File: src/hw/rtl/mss_pkg.sv
// Shared constants, types and register codes for the masked signature scan.
package mss_pkg;

  localparam int MAX_PATTERN_BYTES = 8;
  localparam int OFFSET_BITS       = 16;
  localparam int POS_BITS          = OFFSET_BITS + 1;
  localparam int PAT_IDX_BITS      = (MAX_PATTERN_BYTES > 1) ? $clog2(MAX_PATTERN_BYTES) : 1;
  localparam int LEN_BITS          = 4;
  localparam int COUNT_BITS        = 8;
  localparam int CFG_IDX_BITS      = 3;
  localparam int CFG_DATA_BITS     = 64;

  localparam logic [COUNT_BITS-1:0] COUNT_MAX = 8'hff;
  localparam logic [POS_BITS-1:0]   POS_MAX   = {POS_BITS{1'b1}};

  // Configuration register indexes
  typedef enum logic [CFG_IDX_BITS-1:0] {
    REG_OFFSET_MIN     = 3'd0,
    REG_OFFSET_MAX     = 3'd1,
    REG_PATTERN_LENGTH = 3'd2,
    REG_VERIFY_BYTES   = 3'd3,
    REG_VERIFY_MASK    = 3'd4
  } reg_index_t;

  // Result status codes
  typedef enum logic [1:0] {
    STATUS_UNIQUE = 2'd0,
    STATUS_NONE   = 2'd1,
    STATUS_MULTI  = 2'd2
  } status_t;

  // One byte in the test stage, handed from the window front end to the tally
  typedef struct packed {
    logic                   valid;
    logic                   last;
    logic                   check;
    logic [OFFSET_BITS-1:0] start;
  } test_t;

endpackage

File: src/hw/rtl/mss_cell.sv
// One window cell: holds a byte, passes it on, and compares it to its signature byte.
module mss_cell (
  input  logic       clk,
  input  logic       shift,
  input  logic [7:0] byte_in,
  output logic [7:0] byte_out,
  input  logic [7:0] pat_byte,
  input  logic [7:0] pat_mask,
  input  logic       active,
  output logic       hit
);

  logic [7:0] window_byte;

  // shift register stage
  always_ff @(posedge clk) begin
    if (shift) begin
      window_byte <= byte_in;
    end
  end

  assign byte_out = window_byte;

  // masked compare; unused cells always agree
  assign hit = !active || ((window_byte & pat_mask) == (pat_byte & pat_mask));

endmodule

File: src/hw/rtl/mss_tally.sv
// Match tally: counts hits, keeps the first offset and holds the result item.
module mss_tally (
  input  logic                            clk,
  input  logic                            rst,
  input  mss_pkg::test_t                  test,
  input  logic                            match,
  output logic                            hold,
  output logic                            out_valid,
  input  logic                            out_stall,
  output logic [1:0]                      status,
  output logic [mss_pkg::OFFSET_BITS-1:0] match_offset,
  output logic [mss_pkg::COUNT_BITS-1:0]  match_count
);

  logic [mss_pkg::COUNT_BITS-1:0]  hit_count;
  logic [mss_pkg::COUNT_BITS-1:0]  hit_count_next;
  logic [mss_pkg::OFFSET_BITS-1:0] first_hit;
  logic [mss_pkg::OFFSET_BITS-1:0] first_hit_next;
  logic                            hit;
  logic                            advance;
  logic                            load_out;
  mss_pkg::status_t                status_next;

  // the final byte waits while the previous result is still stalled
  assign hold     = test.valid && test.last && out_valid && out_stall;
  assign advance  = test.valid && !hold;
  assign load_out = advance && test.last;

  // running count and first offset including this byte
  always_comb begin
    hit            = test.check && match;
    hit_count_next = hit_count;
    first_hit_next = first_hit;
    if (hit) begin
      if (hit_count == '0) begin
        first_hit_next = test.start;
      end
      if (hit_count != mss_pkg::COUNT_MAX) begin
        hit_count_next = hit_count + 1'b1;
      end
    end
  end

  always_comb begin
    if (hit_count_next == '0) begin
      status_next = mss_pkg::STATUS_NONE;
    end else if (hit_count_next == {{(mss_pkg::COUNT_BITS-1){1'b0}}, 1'b1}) begin
      status_next = mss_pkg::STATUS_UNIQUE;
    end else begin
      status_next = mss_pkg::STATUS_MULTI;
    end
  end

  // tally state, cleared after each scan
  always_ff @(posedge clk) begin
    if (rst) begin
      hit_count <= '0;
      first_hit <= '0;
    end else if (advance) begin
      if (test.last) begin
        hit_count <= '0;
        first_hit <= '0;
      end else begin
        hit_count <= hit_count_next;
        first_hit <= first_hit_next;
      end
    end
  end

  // output register
  always_ff @(posedge clk) begin
    if (rst) begin
      out_valid <= 1'b0;
    end else if (load_out) begin
      out_valid <= 1'b1;
    end else if (!out_stall) begin
      out_valid <= 1'b0;
    end
  end

  always_ff @(posedge clk) begin
    if (load_out) begin
      status       <= status_next;
      match_offset <= first_hit_next;
      match_count  <= hit_count_next;
    end
  end

  a_hold_needs_result: assert property (@(posedge clk) disable iff (rst)
    hold |-> out_valid && test.last)
    else $error("scan held without a pending result");

  a_none_is_empty: assert property (@(posedge clk) disable iff (rst)
    out_valid && status == mss_pkg::STATUS_NONE |-> match_count == '0 && match_offset == '0)
    else $error("no-match result carries a count or offset");

  a_unique_is_one: assert property (@(posedge clk) disable iff (rst)
    out_valid && status == mss_pkg::STATUS_UNIQUE |-> match_count == 8'd1)
    else $error("unique result with count other than one");

  a_result_holds: assert property (@(posedge clk) disable iff (rst)
    hold |=> out_valid)
    else $error("pending result lost while scan held");

endmodule

File: src/hw/rtl/masked_signature_scan_top.sv
// Masked signature scan: chain of window cells, test stage and match tally.
// Throughput: one byte per cycle; the input stalls only while a final byte waits
//   behind a result that is itself stalled.
// Timing: a final byte's window shift and range check are registered in the test stage;
//   the masked compare and tally then load the output register, unless a stalled result holds it.
// Reset clears the scan position, tally and config registers to their defaults;
//   window bytes are not cleared, since bytes before the scan start are never compared.
module masked_signature_scan_top (
  input  logic                              clk,
  input  logic                              rst,
  input  logic                              wr_en,
  input  logic [mss_pkg::CFG_IDX_BITS-1:0]  wr_index,
  input  logic [mss_pkg::CFG_DATA_BITS-1:0] wr_data,
  input  logic                              in_valid,
  output logic                              in_stall,
  input  logic [7:0]                        data_byte,
  input  logic                              last,
  output logic                              out_valid,
  input  logic                              out_stall,
  output logic [1:0]                        status,
  output logic [mss_pkg::OFFSET_BITS-1:0]   match_offset,
  output logic [mss_pkg::COUNT_BITS-1:0]    match_count
);

  localparam int NB = mss_pkg::MAX_PATTERN_BYTES;

  logic [mss_pkg::OFFSET_BITS-1:0] offset_min;
  logic [mss_pkg::OFFSET_BITS-1:0] offset_max;
  logic [mss_pkg::LEN_BITS-1:0]    pattern_length;
  logic [8*NB-1:0]                 verify_bytes;
  logic [8*NB-1:0]                 verify_mask;

  logic [mss_pkg::POS_BITS-1:0]    byte_position;
  logic [mss_pkg::LEN_BITS-1:0]    used_len;
  logic [mss_pkg::POS_BITS:0]      pos_plus;
  logic [mss_pkg::POS_BITS:0]      start_full;
  logic                            eligible;
  logic                            in_range;
  logic                            accept;
  logic                            hold;
  logic                            match;
  mss_pkg::test_t                  test;

  logic [7:0]                      cell_byte [NB];
  logic [NB-1:0]                   cell_hit;

  // configuration registers
  always_ff @(posedge clk) begin
    if (rst) begin
      offset_min     <= '0;
      offset_max     <= '0;
      pattern_length <= {{(mss_pkg::LEN_BITS-1){1'b0}}, 1'b1};
      verify_bytes   <= '0;
      verify_mask    <= '1;
    end else if (wr_en) begin
      case (mss_pkg::reg_index_t'(wr_index))
        mss_pkg::REG_OFFSET_MIN:     offset_min     <= wr_data[mss_pkg::OFFSET_BITS-1:0];
        mss_pkg::REG_OFFSET_MAX:     offset_max     <= wr_data[mss_pkg::OFFSET_BITS-1:0];
        mss_pkg::REG_PATTERN_LENGTH: pattern_length <= wr_data[mss_pkg::LEN_BITS-1:0];
        mss_pkg::REG_VERIFY_BYTES:   verify_bytes   <= wr_data[8*NB-1:0];
        mss_pkg::REG_VERIFY_MASK:    verify_mask    <= wr_data[8*NB-1:0];
        default: ;
      endcase
    end
  end

  // signature length in use: zero reads as one, clamped to the window
  always_comb begin
    if (pattern_length == '0) begin
      used_len = {{(mss_pkg::LEN_BITS-1){1'b0}}, 1'b1};
    end else if (pattern_length > mss_pkg::LEN_BITS'(NB)) begin
      used_len = mss_pkg::LEN_BITS'(NB);
    end else begin
      used_len = pattern_length;
    end
  end

  assign accept   = in_valid && !hold;
  assign in_stall = hold;

  // start offset of the test completed by this byte, and its window check
  assign pos_plus   = {1'b0, byte_position} + 1'b1;
  assign eligible   = pos_plus >= (mss_pkg::POS_BITS+1)'(used_len);
  assign start_full = pos_plus - (mss_pkg::POS_BITS+1)'(used_len);
  assign in_range   = (start_full >= (mss_pkg::POS_BITS+1)'(offset_min))
                   && (start_full <= (mss_pkg::POS_BITS+1)'(offset_max));

  // byte position, saturating, cleared at the end of a scan
  always_ff @(posedge clk) begin
    if (rst) begin
      byte_position <= '0;
    end else if (accept) begin
      if (last) begin
        byte_position <= '0;
      end else if (byte_position != mss_pkg::POS_MAX) begin
        byte_position <= byte_position + 1'b1;
      end
    end
  end

  // test stage register, lines up with the shifted window
  always_ff @(posedge clk) begin
    if (rst) begin
      test.valid <= 1'b0;
    end else if (!hold) begin
      test.valid <= in_valid;
    end
    if (accept) begin
      test.last  <= last;
      test.check <= eligible && in_range;
      test.start <= start_full[mss_pkg::OFFSET_BITS-1:0];
    end
  end

  // window cells: cell 0 holds the newest byte, compared with signature byte len-1-k
  for (genvar k = 0; k < NB; k++) begin : g_cell
    logic [mss_pkg::LEN_BITS-1:0]     idx_full;
    logic [mss_pkg::PAT_IDX_BITS-1:0] idx;
    logic [7:0]                       chain_in;

    assign idx_full = used_len - mss_pkg::LEN_BITS'(k) - 1'b1;
    assign idx      = idx_full[mss_pkg::PAT_IDX_BITS-1:0];

    if (k == 0) begin : g_head
      assign chain_in = data_byte;
    end else begin : g_link
      assign chain_in = cell_byte[k-1];
    end

    mss_cell u_cell (
      .clk      (clk),
      .shift    (accept),
      .byte_in  (chain_in),
      .byte_out (cell_byte[k]),
      .pat_byte (verify_bytes[8*idx +: 8]),
      .pat_mask (verify_mask[8*idx +: 8]),
      .active   (mss_pkg::LEN_BITS'(k) < used_len),
      .hit      (cell_hit[k])
    );
  end

  assign match = &cell_hit;

  mss_tally u_tally (
    .clk          (clk),
    .rst          (rst),
    .test         (test),
    .match        (match),
    .hold         (hold),
    .out_valid    (out_valid),
    .out_stall    (out_stall),
    .status       (status),
    .match_offset (match_offset),
    .match_count  (match_count)
  );

endmodule

File: config.mk
export PLATFORM = sky130hd
export DESIGN_NAME = masked_signature_scan_top
export DESIGN_NICKNAME = d
export VERILOG_FILES = /design/src/hw/rtl/mss_pkg.sv /design/src/hw/rtl/mss_cell.sv /design/src/hw/rtl/mss_tally.sv /design/src/hw/rtl/masked_signature_scan_top.sv
export SDC_FILE = /design/constraint.sdc
export NUM_CORES = 1
export LEC_CHECK = 0
export ABC_AREA = 0
export BUFFER_PORTS_ARGS = -buffer_cell sky130_fd_sc_hd__buf_2
export CORE_ASPECT_RATIO = 0.5
export CORE_MARGIN = 2
export CORE_UTILIZATION = 36
export CTS_CLUSTER_SIZE = 25
export DETAILED_ROUTE_END_ITERATION = 8
export MAX_ROUTING_LAYER = met4
export PLACE_DENSITY = 0.59
export SYNTH_ARGS = -nofsm -noshare
export SYNTH_HDL_FRONTEND = slang
export SYNTH_SLANG_ARGS = --single-unit
File: constraint.sdc
create_clock -name clk -period 10.6 [get_ports clk]
set_input_delay 0.53 -clock clk [delete_from_list [all_inputs] [get_ports clk]]
set_output_delay 0.53 -clock clk [all_outputs]
set_load 0.05 [all_outputs]
==> impl_results.md <==
* Num CTS Buffers at 34
* Worst slew pin tran at 1.42 ns
* Multi-input logic area at 0.0120 sq mm
* Via count at 18,400
* Seq/Total Area, Yosys at 35.9%
* Yosys warns at 0
* GR Overflow Total at 0
* Setup CP Type: reg -> reg
* Reg2reg end: u_tally.first_hit[13]
* Sequential Area at 0.00739 sq mm
* Setup-failing EPs final at 0
* Hold depth at 1
* Fraction of layout cells with a size suffix above 1 at 11.2%
* Leakage at 0.00915 uW
* Hold crit path type: in -> reg
* Final ANT Viol Nets at 0
* Reg2reg path depth at 14
* Power Density at 137 mW/mm^2
* Fillers at 5,619
* All-Layer GR Usage at 26.5%
* DRC viols at 0
* Final number of hold-violating endpoints at 0
* Internal at 2210 uW
* FMAX at 159 MHz
* #FFs+latches synth at 315
* R2R Setup Slk at 4.32 ns
* Slew Limit Fails at 0
* Synth area leader: dfxtp_1
* Hold_buf cts at 0
* H-tree levels at 2
* Setup TNS at 0 ns
* Worst Skew at 0.0270 ns
* Die ar. at 0.0592 sq mm
* Fin crit period at 6.28 ns
* Global-route wire length before repair at 115,000 um
* WP data required at 11.07 ns
* Switching power at 882 uW
* Vias/cell at 5.97
* Post-Syn Area at 0.0206 sq mm
* Worst r2r src: pattern_length[0]
* Nets at 2,427
* Vert. Die Dim at 173 um
* Clk pwr share at 41.8%
* Placeable Area at 0.0560 sq mm
* Sw Ratio at 28.5%
* Clock transition at path regs at 0.07 ns
* Post-synth top cells: 422 x nand2_1, 207 x dfxtp_1, 201 x xor2_1
* Post-CTS resize count at 0
* Top cell type's share of synthesized area at 20.1%
* Initial drt markers at 2,468
* WHS Endpoint: g_cell[0].u_cell.byte_out[2]
* Most instantiated library cell after synthesis: nand2_1
* Asr flop ratio synth at 0%
* Clock Tree Root: clkbuf_16
* Maxcap violations at 0
* TritonCTS clock tree: done
* Synth unique cells at 83
* # IOs at 109
* Vias in the first global route at 17,100
* Final wirelength at 77,900 um
* RSZ-0062 raised after global routing: no
* Cells after Synth at 2,367
* Post-DP HPWL at 54,800 um
* Power, Total at 3090 uW
* Hold path start: data_byte[2]
* Starting Density at 36.7%
* Area Overhead vs Synth at 9.54%
* Die W at 342 um
* Worst setup SP type: flop
* Ys flop type: dfxtp_1
* Initial antenna violation count at 1
* Worst slew margin at 4.38%
* Endpoint type of the worst setup path: flop
* Worst-skew pair later-pin latency at 0.56 ns
* Synth area leaders: dfxtp_1 20%, edfxtp_1 16%, xor2_1 8.6%
* Rows at 61
* Sequential Power Share at 45.4%
* Post-CTS Setup Inserts at 0
* Logic pwr share at 12.8%
* Outcome: completed
* Gp weighted congestion at 1.01
* WP data arrival at 6.76 ns
* Non-filler cells, final at 3,086
* Routed len/inst at 25.2 um
* Clock buffer depth at 3
* Largest net degree at the start of global routing at 99
* IR drop worst, VDD at 97.2 uV
* Number of synthesized flops with an enable pin at 108
* DP Cell Count at 3,023
* Syn_area_per_cell at 8.69 sq um
* CP max FO at 48
* Clock sink count at 315
* Post-Syn Nets at 2,491
* Tcrit/Tclk final at 59.3%
* Port Buffers at 108
* Drt first pass iters at 7
==> stage by stage <==
stage	worst slack (ns)	hold WS (ns)	area, sq um	utilization, %
2_1_floorplan	4.74	0.424	20600	-
3_3_place_gp	4.70	0.444	21400	38.1
3_5_place_dp	4.51	0.447	21400	38.1
4_1_cts	4.44	0.143	22500	40.2
5_1_grt	4.06	0.142	22500	40.2
6_report	4.32	0.159	22500	40.2
==> logic make-up after synthesis <==
kind of cell	Yosys count	share of synthesized area, %
compound gates	487	16.0
xor+xnor	265	11.3
fa+ha+maj	43	2.65
buf+inv	301	5.89
flops	315	35.9
mux	134	8.61
simple gates	822	19.6
==> sequential cells by signal (all words and copies together) (netlist names) <==
signal                  cells
offset_max                 16
u_tally.out_valid           1
offset_min                 16
byte_position              17
verify_bytes               64
g_cell.u_cell.byte_out     64
u_tally.status              2
test                       19
verify_mask                64
u_tally.match_count         8
pattern_length              4
u_tally.match_offset       16
u_tally.first_hit          16
u_tally.hit_count           8
==> how the worst max path moves through the flow <==
stage / startpoint / endpoint / slack, ns / depth (start not counted)
detailed placement: pattern_length[0] / u_tally.first_hit[8] / 4.51 / 14
global placement: pattern_length[0] / u_tally.first_hit[13] / 4.70 / 14
CTS: pattern_length[0] / u_tally.first_hit[8] / 4.44 / 14
floorplan: u_tally.out_valid / byte_position[11] / 4.74 / 7
global route: pattern_length[0] / u_tally.first_hit[13] / 4.06 / 14
finish: pattern_length[0] / u_tally.first_hit[13] / 4.32 / 14
==> power groups by stage <==
stage	clock network (uW)	registers, uW	logic (uW)
global route	1370	1400	434
CTS	1310	1400	390
floorplan	0	1350	299
finish	1290	1400	396
detailed placement	0	1420	388
global placement	0	1420	383
==> cell type report <==
type,count,share of cell area [%]
multi-input combinational,1751,53.4
sequential,315,32.8
tap,756,4.20
clock buffer,45,4.09
timing repair buffer,132,3.21
clock inverter,17,1.18
inverter,69,1.17
antenna,1,0.0111
==> routing by layer <==
metal  track usage (%)  wire [um]  vias to the layer above  part of all wire, %
met5                 -          0                        -                    0
met2              37.7      32600                      944                   42
met3              5.43       7920                      143                   10
met4              6.54       2150                        0                  2.8
met1              37.9      35100                     9059                   45
li1                  -          -                     8278                    -
==> critical path, stage by stage, from the launching register on <==
cell and delay (ns):
dfxtp_1 1.02, o21ba_1 0.29, nor2_4 0.10, buf_4 0.50, buf_4 0.69, mux4_2 0.60
a31oi_1 0.24, o2111ai_1 0.18, nor4bb_1 0.47, o32ai_1 0.21, nor4b_4 0.29, buf_4 0.29
nand4_4 0.34, nor2_2 0.67, a22o_1 0.23
==> cell usage in the layout, fill, tap and decap left out, types with 19 or more instances in the layout <==
cell and count:
inv_1 67, a22o_1 26, xnor2_1 64, nor3_1 28, mux2i_1 78, and3_1 24, dfxtp_1 207, o21ai_0 53
a222oi_1 24, clkbuf_16 34, a22oi_1 40, a31oi_1 19, nand2_1 422, nand3_1 56, nor2b_1 24, nand4_1 20
xor2_1 201, edfxtp_1 108, buf_2 107, mux4_2 32, nand3b_1 70, buf_4 25, mux2_2 24, nor2_1 63
ha_1 42, nand2b_1 40, a21oi_1 170, a21o_1 19
Power figures use the tool's default switching activity.
